<file path="config.mk">
export PLATFORM = sky130hd
export DESIGN_NAME = packet_frame_parser_core_flat
export DESIGN_NICKNAME = d
export VERILOG_FILES = /design/src/sv/pfp_pkg.sv /design/src/sv/pfp_in_if.sv /design/src/sv/pfp_out_if.sv /design/src/sv/pfp_cfg_if.sv /design/src/sv/pfp_res_queue.sv /design/src/sv/packet_frame_parser_core.sv /design/src/flat_wrapper.sv
export VERILOG_INCLUDE_DIRS = /design/src /design/src/sv
export SDC_FILE = /design/constraint.sdc
export NUM_CORES = 1
export LEC_CHECK = 0
export BUFFER_PORTS_ARGS = -buffer_cell sky130_fd_sc_hd__buf_2
export CORE_ASPECT_RATIO = 0.9
export CORE_MARGIN = 2
export CORE_UTILIZATION = 60
export DETAILED_ROUTE_END_ITERATION = 8
export MAX_ROUTING_LAYER = met4
export PLACE_DENSITY_LB_ADDON = 0.3
export REMOVE_ABC_BUFFERS = 1
export SYNTH_ARGS = -nofsm -noshare
export SYNTH_HDL_FRONTEND = slang
export SYNTH_SLANG_ARGS = --single-unit
</file>
<file path="constraint.sdc">
create_clock -name clk -period 6.8 [get_ports clk]
set_input_delay 0 -clock clk [delete_from_list [all_inputs] [get_ports clk]]
set_output_delay 0 -clock clk [all_outputs]
set_load 0.02 [all_outputs]
</file>
<file path="src/sv/packet_frame_parser_core_macros.svh">
// Assertion macros shared by the packet frame parser RTL
`ifndef PACKET_FRAME_PARSER_CORE_MACROS_SVH
`define PACKET_FRAME_PARSER_CORE_MACROS_SVH

// Consequent checked in the same cycle
`define PFP_ASSERT_SAME(label, ante, cons, msg) \
  label: assert property (@(posedge clk) disable iff (rst) (ante) |-> (cons)) \
    else $error(msg);

// Consequent checked in the next cycle
`define PFP_ASSERT_NEXT(label, ante, cons, msg) \
  label: assert property (@(posedge clk) disable iff (rst) (ante) |=> (cons)) \
    else $error(msg);

`endif

</file>
<file path="src/sv/pfp_pkg.sv">
// Types, codes and constants of the packet frame parser
`timescale 1ns / 1ps
`default_nettype none

package pfp_pkg;

  localparam int CFG_IDX_W = 8;
  localparam int CFG_DATA_W = 16;

  localparam logic [CFG_IDX_W-1:0] REG_FRAME_MARKER = 8'd0;
  localparam logic [CFG_IDX_W-1:0] REG_DATA_TYPE    = 8'd1;
  localparam logic [CFG_IDX_W-1:0] REG_ACK_TYPE     = 8'd2;
  localparam logic [CFG_IDX_W-1:0] REG_REJECT_TYPE  = 8'd3;

  localparam logic [15:0] FRAME_MARKER_RST = 16'hFFFF;
  localparam logic [15:0] DATA_TYPE_RST    = 16'hFFF1;
  localparam logic [15:0] ACK_TYPE_RST     = 16'hFFF2;
  localparam logic [15:0] REJECT_TYPE_RST  = 16'hFFF3;

  localparam logic [1:0] KIND_DATA = 2'd0;
  localparam logic [1:0] KIND_ACK  = 2'd1;
  localparam logic [1:0] KIND_REJ  = 2'd2;

  localparam logic RK_PAYLOAD = 1'b0;
  localparam logic RK_SUMMARY = 1'b1;

  localparam logic [2:0] ST_OK        = 3'd0;
  localparam logic [2:0] ST_SHORT     = 3'd1;
  localparam logic [2:0] ST_BAD_START = 3'd2;
  localparam logic [2:0] ST_BAD_TYPE  = 3'd3;
  localparam logic [2:0] ST_PARTIAL   = 3'd4;
  localparam logic [2:0] ST_BAD_END   = 3'd5;

  localparam logic [8:0] COUNT_MAX = 9'd511;
  localparam logic [8:0] MIN_FRAME = 9'd8;

  // result queue
  localparam int RES_DEPTH = 4;
  localparam int RES_PTR_W = 2;
  localparam int RES_CNT_W = 3;

  typedef struct packed {
    logic        result_kind;
    logic [7:0]  payload_byte;
    logic [7:0]  client_code;
    logic [1:0]  packet_kind;
    logic [7:0]  segment_number;
    logic [15:0] reject_subcode;
    logic [7:0]  payload_length;
    logic [2:0]  status;
    logic        last_of_run;
  } result_t;

  // up to two results written per accepted byte
  typedef struct packed {
    logic [1:0] n;
    result_t    first;
    result_t    second;
  } res_push_t;

  // byte index of the first end identifier byte
  function automatic logic [8:0] end_offset(input logic [1:0] kind, input logic [7:0] len);
    logic [8:0] off;
    if (kind == KIND_ACK) begin
      off = 9'd6;
    end else if (kind == KIND_REJ) begin
      off = 9'd8;
    end else begin
      off = {1'b0, len} + 9'd7;
    end
    return off;
  endfunction

endpackage

`default_nettype wire

</file>
<file path="src/sv/pfp_in_if.sv">
// Byte input channel of the packet frame parser
`timescale 1ns / 1ps
`default_nettype none

interface pfp_in_if import pfp_pkg::*; ();
  logic       valid;
  logic       ready;
  logic [7:0] in_byte;
  logic       frame_end;

  modport source (output valid, output in_byte, output frame_end, input ready);
  modport sink (input valid, input in_byte, input frame_end, output ready);
endinterface

`default_nettype wire

</file>
<file path="src/sv/pfp_out_if.sv">
// Result channel of the packet frame parser
`timescale 1ns / 1ps
`default_nettype none

interface pfp_out_if import pfp_pkg::*; ();
  logic        valid;
  logic        ready;
  logic        result_kind;
  logic [7:0]  payload_byte;
  logic [7:0]  client_code;
  logic [1:0]  packet_kind;
  logic [7:0]  segment_number;
  logic [15:0] reject_subcode;
  logic [7:0]  payload_length;
  logic [2:0]  status;
  logic        last_of_run;

  modport source (
    output valid, output result_kind, output payload_byte, output client_code,
    output packet_kind, output segment_number, output reject_subcode,
    output payload_length, output status, output last_of_run, input ready
  );
  modport sink (
    input valid, input result_kind, input payload_byte, input client_code,
    input packet_kind, input segment_number, input reject_subcode,
    input payload_length, input status, input last_of_run, output ready
  );
endinterface

`default_nettype wire

</file>
<file path="src/sv/pfp_cfg_if.sv">
// Register write channel of the packet frame parser
`timescale 1ns / 1ps
`default_nettype none

interface pfp_cfg_if import pfp_pkg::*; ();
  logic                  valid;
  logic                  ready;
  logic [CFG_IDX_W-1:0]  index;
  logic [CFG_DATA_W-1:0] data;

  modport source (output valid, output index, output data, input ready);
  modport sink (input valid, input index, input data, output ready);
endinterface

`default_nettype wire

</file>
<file path="src/sv/pfp_res_queue.sv">
// Small result queue taking up to two results a cycle and giving one
`timescale 1ns / 1ps
`default_nettype none

module pfp_res_queue import pfp_pkg::*; (
  input  wire logic      clk,
  input  wire logic      rst,
  input  wire res_push_t push,
  input  wire logic      pop,
  output logic           room,
  output logic           head_valid,
  output result_t        head
);

  result_t mem [RES_DEPTH];

  logic [RES_PTR_W-1:0] wr_ptr;
  logic [RES_PTR_W-1:0] rd_ptr;
  logic [RES_CNT_W-1:0] count;

  assign room       = (count <= RES_CNT_W'(RES_DEPTH - 2));
  assign head_valid = (count != '0);
  assign head       = mem[rd_ptr];

  always_ff @(posedge clk) begin
    if (push.n != 2'd0) begin
      mem[wr_ptr] <= push.first;
    end
    if (push.n == 2'd2) begin
      mem[wr_ptr + RES_PTR_W'(1)] <= push.second;
    end
  end

  always_ff @(posedge clk) begin
    if (rst) begin
      wr_ptr <= '0;
      rd_ptr <= '0;
      count  <= '0;
    end else begin
      wr_ptr <= wr_ptr + RES_PTR_W'(push.n);
      if (pop) begin
        rd_ptr <= rd_ptr + RES_PTR_W'(1);
      end
      count <= count + RES_CNT_W'(push.n) - RES_CNT_W'(pop);
    end
  end

endmodule

`default_nettype wire

</file>
<file path="src/sv/packet_frame_parser_core.sv">
// Packet frame parser: header capture, payload forwarding and frame summary
//
//   channel   role  transfer carries
//   bytes     sink  in_byte, frame_end
//   results   src   one payload byte result or one end of frame summary
//   cfg       sink  index, data (frame marker and the three type codes)
//
// One byte is taken per cycle while bytes.ready is high; its results land in a 4-entry
// queue the next cycle. A final byte that is also a payload byte gives two results.
// bytes.ready drops while the queue holds more than two results.
// Reset is synchronous; it restores the register defaults and clears the frame state.
// cfg.ready is high whenever reset is low.
`timescale 1ns / 1ps
`default_nettype none
`include "packet_frame_parser_core_macros.svh"

module packet_frame_parser_core import pfp_pkg::*; (
  input  wire logic clk,
  input  wire logic rst,
  pfp_in_if.sink    bytes,
  pfp_out_if.source results,
  pfp_cfg_if.sink   cfg
);

  logic [15:0] frame_marker;
  logic [15:0] data_type_code;
  logic [15:0] ack_type_code;
  logic [15:0] reject_type_code;

  logic [8:0]  byte_count;
  logic [7:0]  start_first_byte;
  logic        start_matches;
  logic [7:0]  client_store;
  logic [7:0]  type_high_byte;
  logic [1:0]  kind_store;
  logic        type_valid;
  logic [7:0]  segment_store;
  logic [15:0] subcode_store;
  logic [7:0]  length_store;
  logic [15:0] end_id_capture;

  logic [8:0]  byte_count_next;
  logic [7:0]  start_first_byte_next;
  logic        start_matches_next;
  logic [7:0]  client_store_next;
  logic [7:0]  type_high_byte_next;
  logic [1:0]  kind_store_next;
  logic        type_valid_next;
  logic [7:0]  segment_store_next;
  logic [15:0] subcode_store_next;
  logic [7:0]  length_store_next;
  logic [15:0] end_id_capture_next;

  logic        in_fire;
  logic        cfg_fire;
  logic        fwd;
  logic [8:0]  off;
  logic [15:0] type_word;
  logic [2:0]  st;
  logic        room;
  logic        head_valid;
  result_t     head;
  result_t     pay_res;
  result_t     sum_res;
  res_push_t   push;

  assign in_fire  = bytes.valid && bytes.ready;
  assign cfg_fire = cfg.valid && cfg.ready;
  assign bytes.ready = !rst && room;
  assign cfg.ready   = !rst;

  // per-byte field capture
  always_comb begin
    start_first_byte_next = start_first_byte;
    start_matches_next    = start_matches;
    client_store_next     = client_store;
    type_high_byte_next   = type_high_byte;
    kind_store_next       = kind_store;
    type_valid_next       = type_valid;
    segment_store_next    = segment_store;
    subcode_store_next    = subcode_store;
    length_store_next     = length_store;
    end_id_capture_next   = end_id_capture;
    fwd                   = 1'b0;
    type_word             = {type_high_byte, bytes.in_byte};
    off                   = '0;

    if (byte_count == 9'd0) begin
      start_first_byte_next = bytes.in_byte;
    end else if (byte_count == 9'd1) begin
      start_matches_next = ({start_first_byte, bytes.in_byte} == frame_marker);
    end else if (byte_count == 9'd2) begin
      client_store_next = bytes.in_byte;
    end else if (byte_count == 9'd3) begin
      type_high_byte_next = bytes.in_byte;
    end else if (byte_count == 9'd4) begin
      type_valid_next = 1'b1;
      if (type_word == reject_type_code) begin
        kind_store_next = KIND_REJ;
      end else if (type_word == ack_type_code) begin
        kind_store_next = KIND_ACK;
      end else if (type_word == data_type_code) begin
        kind_store_next = KIND_DATA;
      end else begin
        type_valid_next = 1'b0;
        kind_store_next = KIND_DATA;
      end
    end else if (type_valid) begin
      case (kind_store)
        KIND_REJ: begin
          if (byte_count == 9'd5) begin
            subcode_store_next = {bytes.in_byte, 8'h00};
          end else if (byte_count == 9'd6) begin
            subcode_store_next = {subcode_store[15:8], bytes.in_byte};
          end else if (byte_count == 9'd7) begin
            segment_store_next = bytes.in_byte;
          end
        end
        KIND_ACK: begin
          if (byte_count == 9'd5) begin
            segment_store_next = bytes.in_byte;
          end
        end
        default: begin
          if (byte_count == 9'd5) begin
            segment_store_next = bytes.in_byte;
          end else if (byte_count == 9'd6) begin
            length_store_next = bytes.in_byte;
          end else if (byte_count < ({1'b0, length_store} + 9'd7) && start_matches) begin
            fwd = 1'b1;
          end
        end
      endcase
      off = end_offset(kind_store, length_store_next);
      if (byte_count == off) begin
        end_id_capture_next = {bytes.in_byte, end_id_capture[7:0]};
      end else if (byte_count == off + 9'd1) begin
        end_id_capture_next = {end_id_capture[15:8], bytes.in_byte};
      end
    end

    byte_count_next = (byte_count != COUNT_MAX) ? byte_count + 9'd1 : byte_count;
  end

  // end of frame status, first failing check wins
  always_comb begin
    if (byte_count_next < MIN_FRAME) begin
      st = ST_SHORT;
    end else if (!start_matches_next) begin
      st = ST_BAD_START;
    end else if (!type_valid_next) begin
      st = ST_BAD_TYPE;
    end else if (({1'b0, end_offset(kind_store_next, length_store_next)} + 10'd2) >
                 {1'b0, byte_count_next}) begin
      st = ST_PARTIAL;
    end else if (end_id_capture_next != frame_marker) begin
      st = ST_BAD_END;
    end else begin
      st = ST_OK;
    end
  end

  always_comb begin
    pay_res.result_kind    = RK_PAYLOAD;
    pay_res.payload_byte   = bytes.in_byte;
    pay_res.client_code    = client_store_next;
    pay_res.packet_kind    = kind_store_next;
    pay_res.segment_number = segment_store_next;
    pay_res.reject_subcode = '0;
    pay_res.payload_length = length_store_next;
    pay_res.status         = ST_OK;
    pay_res.last_of_run    = !bytes.frame_end;

    sum_res.result_kind    = RK_SUMMARY;
    sum_res.payload_byte   = '0;
    sum_res.status         = st;
    sum_res.last_of_run    = 1'b1;
    if (st == ST_SHORT || st == ST_BAD_START || st == ST_BAD_TYPE) begin
      sum_res.client_code    = '0;
      sum_res.packet_kind    = KIND_DATA;
      sum_res.segment_number = '0;
      sum_res.reject_subcode = '0;
      sum_res.payload_length = '0;
    end else begin
      sum_res.client_code    = client_store_next;
      sum_res.packet_kind    = kind_store_next;
      sum_res.segment_number = segment_store_next;
      sum_res.reject_subcode = (kind_store_next == KIND_REJ) ? subcode_store_next : 16'd0;
      sum_res.payload_length = (kind_store_next == KIND_DATA) ? length_store_next : 8'd0;
    end

    push.n      = in_fire ? (2'(fwd) + 2'(bytes.frame_end)) : 2'd0;
    push.first  = fwd ? pay_res : sum_res;
    push.second = sum_res;
  end

  always_ff @(posedge clk) begin
    if (rst) begin
      frame_marker     <= FRAME_MARKER_RST;
      data_type_code   <= DATA_TYPE_RST;
      ack_type_code    <= ACK_TYPE_RST;
      reject_type_code <= REJECT_TYPE_RST;
    end else if (cfg_fire) begin
      unique case (cfg.index)
        REG_FRAME_MARKER: frame_marker     <= cfg.data;
        REG_DATA_TYPE:    data_type_code   <= cfg.data;
        REG_ACK_TYPE:     ack_type_code    <= cfg.data;
        REG_REJECT_TYPE:  reject_type_code <= cfg.data;
        default: ;
      endcase
    end
  end

  always_ff @(posedge clk) begin
    if (rst || (in_fire && bytes.frame_end)) begin
      byte_count       <= '0;
      start_first_byte <= '0;
      start_matches    <= 1'b0;
      client_store     <= '0;
      type_high_byte   <= '0;
      kind_store       <= KIND_DATA;
      type_valid       <= 1'b0;
      segment_store    <= '0;
      subcode_store    <= '0;
      length_store     <= '0;
      end_id_capture   <= '0;
    end else if (in_fire) begin
      byte_count       <= byte_count_next;
      start_first_byte <= start_first_byte_next;
      start_matches    <= start_matches_next;
      client_store     <= client_store_next;
      type_high_byte   <= type_high_byte_next;
      kind_store       <= kind_store_next;
      type_valid       <= type_valid_next;
      segment_store    <= segment_store_next;
      subcode_store    <= subcode_store_next;
      length_store     <= length_store_next;
      end_id_capture   <= end_id_capture_next;
    end
  end

  pfp_res_queue u_res_queue (
    .clk        (clk),
    .rst        (rst),
    .push       (push),
    .pop        (results.valid && results.ready),
    .room       (room),
    .head_valid (head_valid),
    .head       (head)
  );

  assign results.valid          = head_valid;
  assign results.result_kind    = head.result_kind;
  assign results.payload_byte   = head.payload_byte;
  assign results.client_code    = head.client_code;
  assign results.packet_kind    = head.packet_kind;
  assign results.segment_number = head.segment_number;
  assign results.reject_subcode = head.reject_subcode;
  assign results.payload_length = head.payload_length;
  assign results.status         = head.status;
  assign results.last_of_run    = head.last_of_run;

  `PFP_ASSERT_NEXT(a_frame_clears, in_fire && bytes.frame_end, byte_count == 9'd0, "frame state not cleared after final byte")
  `PFP_ASSERT_NEXT(a_count_steps, in_fire && !bytes.frame_end && byte_count != COUNT_MAX, byte_count == $past(byte_count) + 9'd1, "byte counter did not advance")
  `PFP_ASSERT_SAME(a_payload_ok, results.valid && results.result_kind == RK_PAYLOAD, results.status == ST_OK && results.reject_subcode == 16'd0, "payload result with summary fields set")
  `PFP_ASSERT_SAME(a_fwd_data, in_fire && fwd, kind_store == KIND_DATA && type_valid && start_matches, "payload forwarded outside a data packet")

endmodule

`default_nettype wire

</file>
<file path="src/flat_wrapper.sv">
// flat-port wrapper written by rule: the top's interface ports become plain ports
module packet_frame_parser_core_flat import pfp_pkg::*;
  (clk, rst, bytes_valid, bytes_in_byte, bytes_frame_end, bytes_ready, results_valid, results_result_kind, results_payload_byte, results_client_code, results_packet_kind, results_segment_number, results_reject_subcode, results_payload_length, results_status, results_last_of_run, results_ready, cfg_valid, cfg_index, cfg_data, cfg_ready);
  pfp_in_if bytes_i ();
  pfp_out_if results_i ();
  pfp_cfg_if cfg_i ();
  input  wire logic clk;
  input  wire logic rst;
  input wire logic [$bits(bytes_i.valid)-1:0] bytes_valid;
  input wire logic [$bits(bytes_i.in_byte)-1:0] bytes_in_byte;
  input wire logic [$bits(bytes_i.frame_end)-1:0] bytes_frame_end;
  output wire logic [$bits(bytes_i.ready)-1:0] bytes_ready;
  output wire logic [$bits(results_i.valid)-1:0] results_valid;
  output wire logic [$bits(results_i.result_kind)-1:0] results_result_kind;
  output wire logic [$bits(results_i.payload_byte)-1:0] results_payload_byte;
  output wire logic [$bits(results_i.client_code)-1:0] results_client_code;
  output wire logic [$bits(results_i.packet_kind)-1:0] results_packet_kind;
  output wire logic [$bits(results_i.segment_number)-1:0] results_segment_number;
  output wire logic [$bits(results_i.reject_subcode)-1:0] results_reject_subcode;
  output wire logic [$bits(results_i.payload_length)-1:0] results_payload_length;
  output wire logic [$bits(results_i.status)-1:0] results_status;
  output wire logic [$bits(results_i.last_of_run)-1:0] results_last_of_run;
  input wire logic [$bits(results_i.ready)-1:0] results_ready;
  input wire logic [$bits(cfg_i.valid)-1:0] cfg_valid;
  input wire logic [$bits(cfg_i.index)-1:0] cfg_index;
  input wire logic [$bits(cfg_i.data)-1:0] cfg_data;
  output wire logic [$bits(cfg_i.ready)-1:0] cfg_ready;
  assign bytes_i.valid = bytes_valid;
  assign bytes_i.in_byte = bytes_in_byte;
  assign bytes_i.frame_end = bytes_frame_end;
  assign bytes_ready = bytes_i.ready;
  assign results_valid = results_i.valid;
  assign results_result_kind = results_i.result_kind;
  assign results_payload_byte = results_i.payload_byte;
  assign results_client_code = results_i.client_code;
  assign results_packet_kind = results_i.packet_kind;
  assign results_segment_number = results_i.segment_number;
  assign results_reject_subcode = results_i.reject_subcode;
  assign results_payload_length = results_i.payload_length;
  assign results_status = results_i.status;
  assign results_last_of_run = results_i.last_of_run;
  assign results_i.ready = results_ready;
  assign cfg_i.valid = cfg_valid;
  assign cfg_i.index = cfg_index;
  assign cfg_i.data = cfg_data;
  assign cfg_ready = cfg_i.ready;
  packet_frame_parser_core u_core (.clk(clk), .rst(rst), .bytes(bytes_i), .results(results_i), .cfg(cfg_i));
endmodule
</file>
* Word-level counts from Yosys, hierarchy flattened *
Memories as Yosys holds them, arrays and structs flattened. A register that Yosys moved wholly into a read port is not among the register bits.
Index checks and enable logic that the tools add are counted.

storage, ports and cells
  flip-flop bits (word level) = 156
  memory bits (writable) = 220
  bits of input ports = 38
  output and inout port bits = 58
  logic and storage cells = 190
  memories = 1

cells by class
  add/subtract/negate cells = 12
  magnitude comparators = 4
  equal/unequal tests = 26
  mux-type cells = 103
  bitwise logic cells = 3
  reduce and logical (&&, ||, !) cells = 23

memories
  memory                  depth  width  rd ports  clocked after Yosys merged registers in  write ports  RTL line             source
  u_core.u_res_queue.mem  4      55     1         1                                        2            pfp_res_queue.sv:15  result_t mem [RES_DEPTH];

operators by type and width
  cell                                                                          count
  16-bit two-way mux                                                            16
  8-bit two-way mux                                                             32
  9-bit two-way mux                                                             14
  16-bit equality test                                                          4
  55-bit two-way mux                                                            1
  42-bit two-way mux                                                            1
  9-bit by 3-bit equality test with 1-bit output, second input constant         4
  8-bit by 3-bit adder with 9-bit output, second input constant                 3
  1-bit two-way mux                                                             25
  9-bit by 1-bit adder with 9-bit output, second input constant                 2
  9-bit by 2-bit equality test with 1-bit output, second input constant         2
  9-bit equality test                                                           2
  2-bit two-way mux                                                             9
  8-bit by 2-bit equality test with 1-bit output, second input constant         2
  16-bit inequality test                                                        1
  3-bit two-way mux                                                             5
  9-bit by 2-bit adder with 10-bit output, second input constant                1
  10-bit by 9-bit greater-than comparator with 1-bit output                     1
  2-bit AND reduction                                                           5
  9-bit by 1-bit equality test with 1-bit output, second input constant         1
  9-bit logical NOT                                                             1
  9-bit by 4-bit less-than comparator with 1-bit output, second input constant  1
  9-bit less-than comparator                                                    1
  9-bit inequality test, second input constant                                  1
  21 further kinds                                                              36

* Logic depth before layout (Yosys ltp) *
Gate-level depths: netlist of run 1.

  word-level depth = 40
  depth in mapped cells = 24
  depth with buffers taken out = 23

* Modules after synthesis *
Synthesis of run 1 repeated with hierarchy kept, for this count alone.

second synthesis, totals
  cells, all modules = 1859
  area, all modules = 21519.4 um^2

by module, submodules not included
  module                    instances  cells an instance  area each (um^2)  seq. area each (um^2)
  pfp_res_queue             1          578                11695.0           6786.5
  packet_frame_parser_core  1          1281               9824.4            2982.9

* Worst setup path after synthesis of run 1 *
Ideal clock, no wire load.

  path kind = flip-flop to flip-flop
  from = register u_core.length_store[0]
  to = memory u_core.u_res_queue.mem[2][42] (netlist bit) (data pin)
  setup time = 0.266 ns
  arrival time = 5.155 ns
  required time = 6.534 ns
  setup slack = 1.379 ns
  stages on the path, launching flop included = 23
  buffers on the path = 3
  period minus slack after synthesis = 5.421 ns
  path through = dfxtp_1 -> clkbuf_1 -> inv_1 -> ha_1 -> ha_1 -> o21a_1 -> o21a_1 -> o21a_1 -> o21a_1 -> o21ai_0 -> nand2b_1 -> a21oi_1 -> o21ai_1 -> clkbuf_1 -> inv_1 -> ha_1 -> o21ai_1 -> nor2_1 -> nor2_1 -> inv_1 -> a21oi_1 -> clkbuf_1 -> nor2_1

RTL lines
  what                      RTL line                         source
  start: declaration        packet_frame_parser_core.sv:39   logic [7:0] length_store;
  start signal: assignment  packet_frame_parser_core.sv:237  length_store <= length_store_next;
  end: declaration          pfp_res_queue.sv:15

==> results.cfg, run 1 <==
[run_status]
status = finished, final reports clean

[finish]
multiInputGateArea_mm2 = 0.008527
nets = 1925
drive_gt1_frac = 0.1509
insertedDiodeCount = 0
utilization = 0.6925
nFillCells = 2224
synthToLayoutAreaGrowth_pct = 12.89
regArea_mm2 = 0.009374

[critical_path]
cp_data_required_time_ps = 7140
critical_path.endpoint_type = register
r2r_slack_ps = 630
startpoint = u_core.byte_count[1]
path_max_fanout = 10
cp_data_arrival_time_ps = 6510
timing.rr.end = u_core.u_res_queue.mem[3][1]
criticalPathCategory = register to register
r2r-start = u_core.byte_count[1]
worstRegToRegCells = 22
critPathLaunchType = register

[power]
seqPwrFrac = 0.428
combPwrFrac = 0.217
finalPower_mw = 5.934
clockPowerShare = 0.355
p_leak_nw = 7.136
power_density_mw_per_mm2 = 285.4
ir_drop_mv = 0.2570
switchingPower_mw = 1.745
internal_power_mw = 4.190
switching_share = 0.2940

[floorplan]
core-area_mm2 = 0.03003
die_area_mm2 = 0.03212
start_util = 0.6134
dieHeight_um = 170.2
pin_count = 96
die_width_um = 188.7
num_rows = 60

[synthesis]
synth-seq-cells = 378
ys_types = 70
synth_top_area_cell = edfxtp_1
async_flop_share = 0
ys.flop_type = dfxtp_1
synth_edf_count = 180
synth_area_leaders = edfxtp_1 (29%), dfxtp_1 (22%), mux4_2 (6.7%)
seq_area_frac_synth = 0.5086
synth_top_area_share = 0.2934
avgSynthCellArea_um2 = 10.44
yosys_warnings = 0
synthCells = 1764
syn-cell-area_mm2 = 0.01842

[route]
dr.pass1.iters = 6
postRouteWirelength_um = 49670
ant_nets = 0
drtIter0Drc = 1670
vias = 14210
wl_per_cell_um = 21.74
drc = 0
avgViaCountPerCell = 6.218

[timing]
fmax_mhz = 162.2
finalSetupTns_ps = 0
worst_slew_pin_slew_ps = 1257
relSlewSlack = 0.1550
clock_skew_ps = 15.39
layout_setup_ws_ps = 632.9
hold_viol = 0
fin_crit_ps = 6167
setup_viol = 0
hold_ws_ps = 62.34
rsz0062_at_grt = no
slew_viol_final = 0
fin_crit_sh = 0.9069

[grt]
globalRouteOverflowTotal = 0
grt_first_pass_wirelength_um = 77540
gr-usage-all-layers = 0.3203
first_global_vias = 13990
grt_max_degree = 86
antenna_found_initial = 0

[cts]
tritoncts = yes
root_buffer = clkbuf_16
cts_max_level = 2
cts_buffer_depth = 3
cts_buffers = 39
clk_pin_slew_ps = 70
clk_latency_ps = 540
clock-sinks = 378

[placed_design]
port_buffers = 95
post-place-ws_ps = 536.2
post-dp-hpwl_um = 31960
gp_congestion = 0.9507

[min_path]
whs_path_depth = 3
min_path_type = primary input to register
hold_start = bytes_in_byte[7]
worstHoldEndpoint = u_core.subcode_store[15]

[run]
maxCapViolCount = 0
[critical path: stages (launching register included)]
cell	delay, ps
dfxtp_1	480
inv_1	140
ha_1	290
nand2b_1	240
nor3_4	450
nand2_1	400
mux2i_2	530
ha_1	330
xor2_1	200
o21ai_0	100
a21boi_0	130
ha_1	290
ha_1	310
o21a_1	110
o21a_1	170
o21a_1	160
o21a_1	160
o21a_1	160
o21a_1	160
o21a_1	160
o21ai_0	450
a21oi_1	230
a211oi_1	310
[sequential cells by signal, indices dropped and copies added, names as in the netlist, 3 cells and up, named ones only]
register and cells:
u_core.end_id_capture 16, u_core.u_res_queue.mem 220, u_core.frame_marker 16, u_core.byte_count 9, u_core.reject_type_code 16, u_core.type_high_byte 8
u_core.length_store 8, u_core.subcode_store 16, u_core.ack_type_code 16, u_core.data_type_code 16, u_core.start_first_byte 8, u_core.segment_store 8
u_core.client_store 8, u_core.u_res_queue.count 3
[layout by cell type, fill, tap and decap left out, drive strengths merged, types with 14 or more instances in the layout]
cell         instances
clkbuf              53
nand4               27
a21oi               50
buf                129
mux2i               99
nor4                19
a22o                32
dlygate4sd3         25
mux4                55
a211oi              43
xor2                25
edfxtp             180
o21ai               32
ha                  33
dfxtp              198
inv                 47
or2                 14
nor2b               17
nand2              170
nor3                23
nand3               62
nor2               317
xnor2               90
[power by group through the flow]
stage / combinational, mW / sequential [mW] / clock, mW
4_1_cts: 1.29 / 2.54 / 2.11
3_5_place_dp: 1.27 / 2.59 / 0
2_1_floorplan: 0.869 / 2.61 / 0
5_1_grt: 1.40 / 2.55 / 2.21
6_report: 1.29 / 2.54 / 2.11
3_3_place_gp: 1.25 / 2.58 / 0
[cell usage after synthesis (3+ instances only)]
cell type / instances
nand2_1: 170
nor2b_1: 17
a22oi_1: 5
and3_1: 7
nor2_1: 316
nor4_1: 16
mux2i_1: 98
a21oi_1: 50
a22o_1: 32
nor4b_1: 3
o21ai_0: 21
nand2b_1: 7
nand4_1: 27
xor2_1: 25
o211ai_1: 7
o31ai_1: 3
and2_1: 11
a211oi_1: 41
xnor2_1: 90
o21a_1: 13
mux4_2: 55
dfxtp_1: 198
a211o_1: 6
or3_1: 13
nor3b_1: 3
nor3_1: 22
o21ai_1: 11
a311oi_1: 5
o22ai_1: 5
nand3_1: 61
a2111oi_0: 4
buf_2: 4
inv_1: 42
clkbuf_1: 79
edfxtp_1: 180
or2_2: 13
buf_1: 22
a21o_1: 3
o31ai_2: 3
a31oi_1: 5
and4b_1: 3
ha_1: 33
[per-layer routing]
metal  routed length [um]  global-route usage  vias to the layer above
li1                     -                   -                     6499
met4                 1280              0.1009                        0
met2                23860              0.5184                      718
met3                 4307             0.05444                      102
met1                20230              0.4156                     6889
met5                    0                   -                        -
[final cells by class]
cell class | instances | area share
multi-input cells | 1238 | 0.4100
inverters | 42 | 0.007581
flip-flops and latches | 378 | 0.4508
repair buffers | 154 | 0.04717
clock buffers | 53 | 0.05235
well taps | 403 | 0.02425
clock inverters | 17 | 0.007822
[worst max-delay path by stage]
| stage | to | slack [ps] | depth (start not counted) |
|---|---|---|---|
| detailed placement | u_core.u_res_queue.mem[3][1] | 540 | 22 |
| floorplan | u_core.u_res_queue.mem[3][1] | 1390 | 22 |
| CTS | u_core.u_res_queue.mem[3][1] | 470 | 22 |
| global route | u_core.u_res_queue.mem[3][1] | 40 | 22 |
| finish | u_core.u_res_queue.mem[3][1] | 630 | 22 |
| global placement | u_core.u_res_queue.mem[0][1] | 810 | 22 |
[kinds of logic (layout without fill, tap and decap cells)]
kind of cell	after synthesis	in the layout	share of synthesized area
buffers and inverters	148	266	0.03063
adders and majority gates	36	36	0.02459
xor gates and xnor gates	115	115	0.05468
AOI/OAI and AO/OA	228	228	0.08627
muxes	155	155	0.1219
and+or+nand+nor	704	704	0.1733
DFF	378	378	0.5086
[per-stage QoR]
step | area, um2 | cells
floorplan | 18010 | 1658
global placement | 19290 | 2190
detailed placement | 19290 | 2190
CTS | 20790 | 2285
global route | 20790 | 2285
finish | 20790 | 2285
[timing repair]
item / in CTS / in global routing
buffers inserted: 0 / 0
setup endpoints to repair: 0 / 4
gates resized for setup: 0 / 2
hold buffers: 25 / 0
hold endpoints to repair: 83 / 0
No activity file was read; power rests on OpenSTA's default activity.
==> run 2: changes to the inputs <==
Settings changed: GPL_TIMING_DRIVEN set to 0, PLACE_DENSITY set to 0.84, PLACE_DENSITY_LB_ADDON 0.3 to unset.
==> results.cfg, run 2 (synthesis gave the netlist of run 1 again) <==
[min_path]
min_path_type = primary input to register
whs_path_depth = 3

[route]
vias = 14270
wl_per_cell_um = 21.64
ant_nets = 0
dr.pass1.iters = 5
postRouteWirelength_um = 49010
avgViaCountPerCell = 6.299
drc = 0
drtIter0Drc = 1498

[critical_path]
worstRegToRegCells = 22
critPathBufInv = 1
cp_data_arrival_time_ps = 6650
critPathLaunchType = register
crit_top_cell = o21a_1
r2r-start = u_core.byte_count[1]
timing.rr.end = u_core.u_res_queue.mem[1][1]
cpPeakStageDelay_ps = 560
path_max_fanout = 10
criticalPathCategory = register to register
crit_end = u_core.u_res_queue.mem[1][1]
cp_top_family = compound AO/OA/AOI/OAI gates
cp_data_required_time_ps = 7160
crit_path_top_delay_cell = dfxtp_1
startpoint = u_core.byte_count[1]
r2r_slack_ps = 510
crit_chain = inv_1 -> ha_1 -> nand2b_1 -> nor3_4 -> nand2_2 -> mux2i_4 -> ha_1 -> xor2_1 -> o21ai_0 -> a21boi_0 -> ha_1 -> ha_1 -> o21a_1 -> o21a_1 -> o21a_1 -> o21a_1 -> o21a_1 -> o21a_1 -> o21a_1 -> o21ai_0 -> a21oi_1 -> a211oi_1
cp.depth = 22
critical_path.endpoint_type = register

[floorplan]
core-area_mm2 = 0.03003
die_width_um = 188.7
start_util = 0.6134
pin_count = 96
dieHeight_um = 170.2
num_rows = 60
die_area_mm2 = 0.03212

[cts]
root_buffer = clkbuf_16
tritoncts = yes
cts_max_level = 2
clk_latency_ps = 550
cts_buffers = 38
clock-sinks = 378
cts_buffer_depth = 3
cts_setup_buffers = 0
clk_pin_slew_ps = 60

[finish]
synthToLayoutAreaGrowth_pct = 13.03
insertedDiodeCount = 0
final_cells = 2265
layout_commonest_cell = nor2_1
drive_gt1_frac = 0.1466
stdcell_area_mm2 = 0.02082
largest_reg_flops = 220
nets = 1904
most-common-layout-cells = nor2_1 (315), dfxtp_1 (196), edfxtp_1 (180)
top_register = u_core.u_res_queue.mem

[grt]
antenna_found_initial = 0
grt_first_pass_wirelength_um = 76170
grt_max_degree = 59
first_global_vias = 13920
globalRouteOverflowTotal = 0
gr-usage-all-layers = 0.3133

[timing]
fin_crit_ps = 6292
layout_setup_ws_ps = 508.0
relSlewSlack = 0.08833
setup_viol = 0
rsz0062_at_grt = no
hold_viol = 0
worst_slew_pin_slew_ps = 1355
fin_crit_sh = 0.9253
slew_viol_final = 0
clock_skew_ps = 18.13
fmax_mhz = 158.9
hold_ws_ps = 42.36

[power]
p_leak_nw = 7.077
clockPowerShare = 0.353
switchingPower_mw = 1.736
switching_share = 0.2930
internal_power_mw = 4.188
combPwrFrac = 0.211
ir_drop_mv = 0.1746
seqPwrFrac = 0.435
power_density_mw_per_mm2 = 284.5

[run_status]
status = finished, final reports clean

[placed_design]
post-dp-hpwl_um = 31540
placed_area_mm2 = 0.01933
port_buffers = 95
placed_cells = 2172
post-place-ws_ps = 71.41
gp_congestion = 0.9305

[run]
maxCapViolCount = 0
## run 2: cell count changes in the layout (fill, tap and decap cells not counted), moves of 3 or more
cell	before	now
a21oi_1	50	44
buf_4	34	2
clkbuf_8	6	2
clkbuf_1	8	11
a21oi_2	0	6
buf_12	0	6
buf_8	0	7
## run 2: worst min path at each step
stage                startpoint                          end  slack (ps)
2_1_floorplan               rst  u_core.u_res_queue.count[1]          70
3_3_place_gp       cfg_data[12]     u_core.ack_type_code[12]         270
3_5_place_dp       cfg_data[12]  u_core.reject_type_code[12]         280
4_1_cts        bytes_in_byte[5]     u_core.subcode_store[13]          30
5_1_grt        bytes_in_byte[5]     u_core.subcode_store[13]          70
6_report       bytes_in_byte[5]     u_core.subcode_store[13]          40
## run 2: power groups by stage
stage | registers (mW) | clock network (mW) | logic, mW
after floorplan | 2.61 | 0 | 0.869
after global placement | 2.66 | 0 | 1.17
after detailed placement | 2.63 | 0 | 1.23
after CTS | 2.58 | 2.10 | 1.25
after global routing | 2.59 | 2.18 | 1.36
final | 2.58 | 2.09 | 1.25
## run 2: final cells by class
cell class | instances | area (um2)
Clock inverter | 18 | 181.4
Sequential cell | 378 | 9376
Timing Repair Buffer | 134 | 973.4
Clock buffer | 52 | 1045
Inverter | 42 | 157.7
Fill cell | 2148 | 9209
Multi-Input combinational cell | 1238 | 8582
Tap cell | 403 | 504.2
## run 2: timing repair
action | in CTS | in global routing
hold endpoints to repair | 76 | 0
setup endpoints to repair | 0 | 8
resized for setup | 0 | 7
hold buffers | 23 | 0
## run 2: through the flow
stage               utilization  total power [mW]  setup TNS (ps)
finish                   0.6933             5.924               0
global route             0.6933             6.133               0
CTS                      0.6922             5.923               0
detailed placement       0.6437             3.853               0
global placement         0.6325             3.831          -45560
floorplan                     -             3.476               0
## run 2: routing by layer
| metal | global-route usage | share of wire | wire length (um) |
|---|---|---|---|
| met4 | 0.1063 | 0.032 | 1563 |
| met2 | 0.5152 | 0.48 | 23620 |
| met1 | 0.3979 | 0.40 | 19610 |
| met5 | - | 0 | 0 |
| met3 | 0.05094 | 0.086 | 4209 |
## run 2: tightest hold or removal path, delay by kind of cell
| family | cells | cell delay [ps] |
|---|---|---|
| buffers and inverters | 1 | 320 |
| AO/OA/AOI/OAI | 1 | 60 |
| AND/OR/NAND/NOR | 1 | 140 |
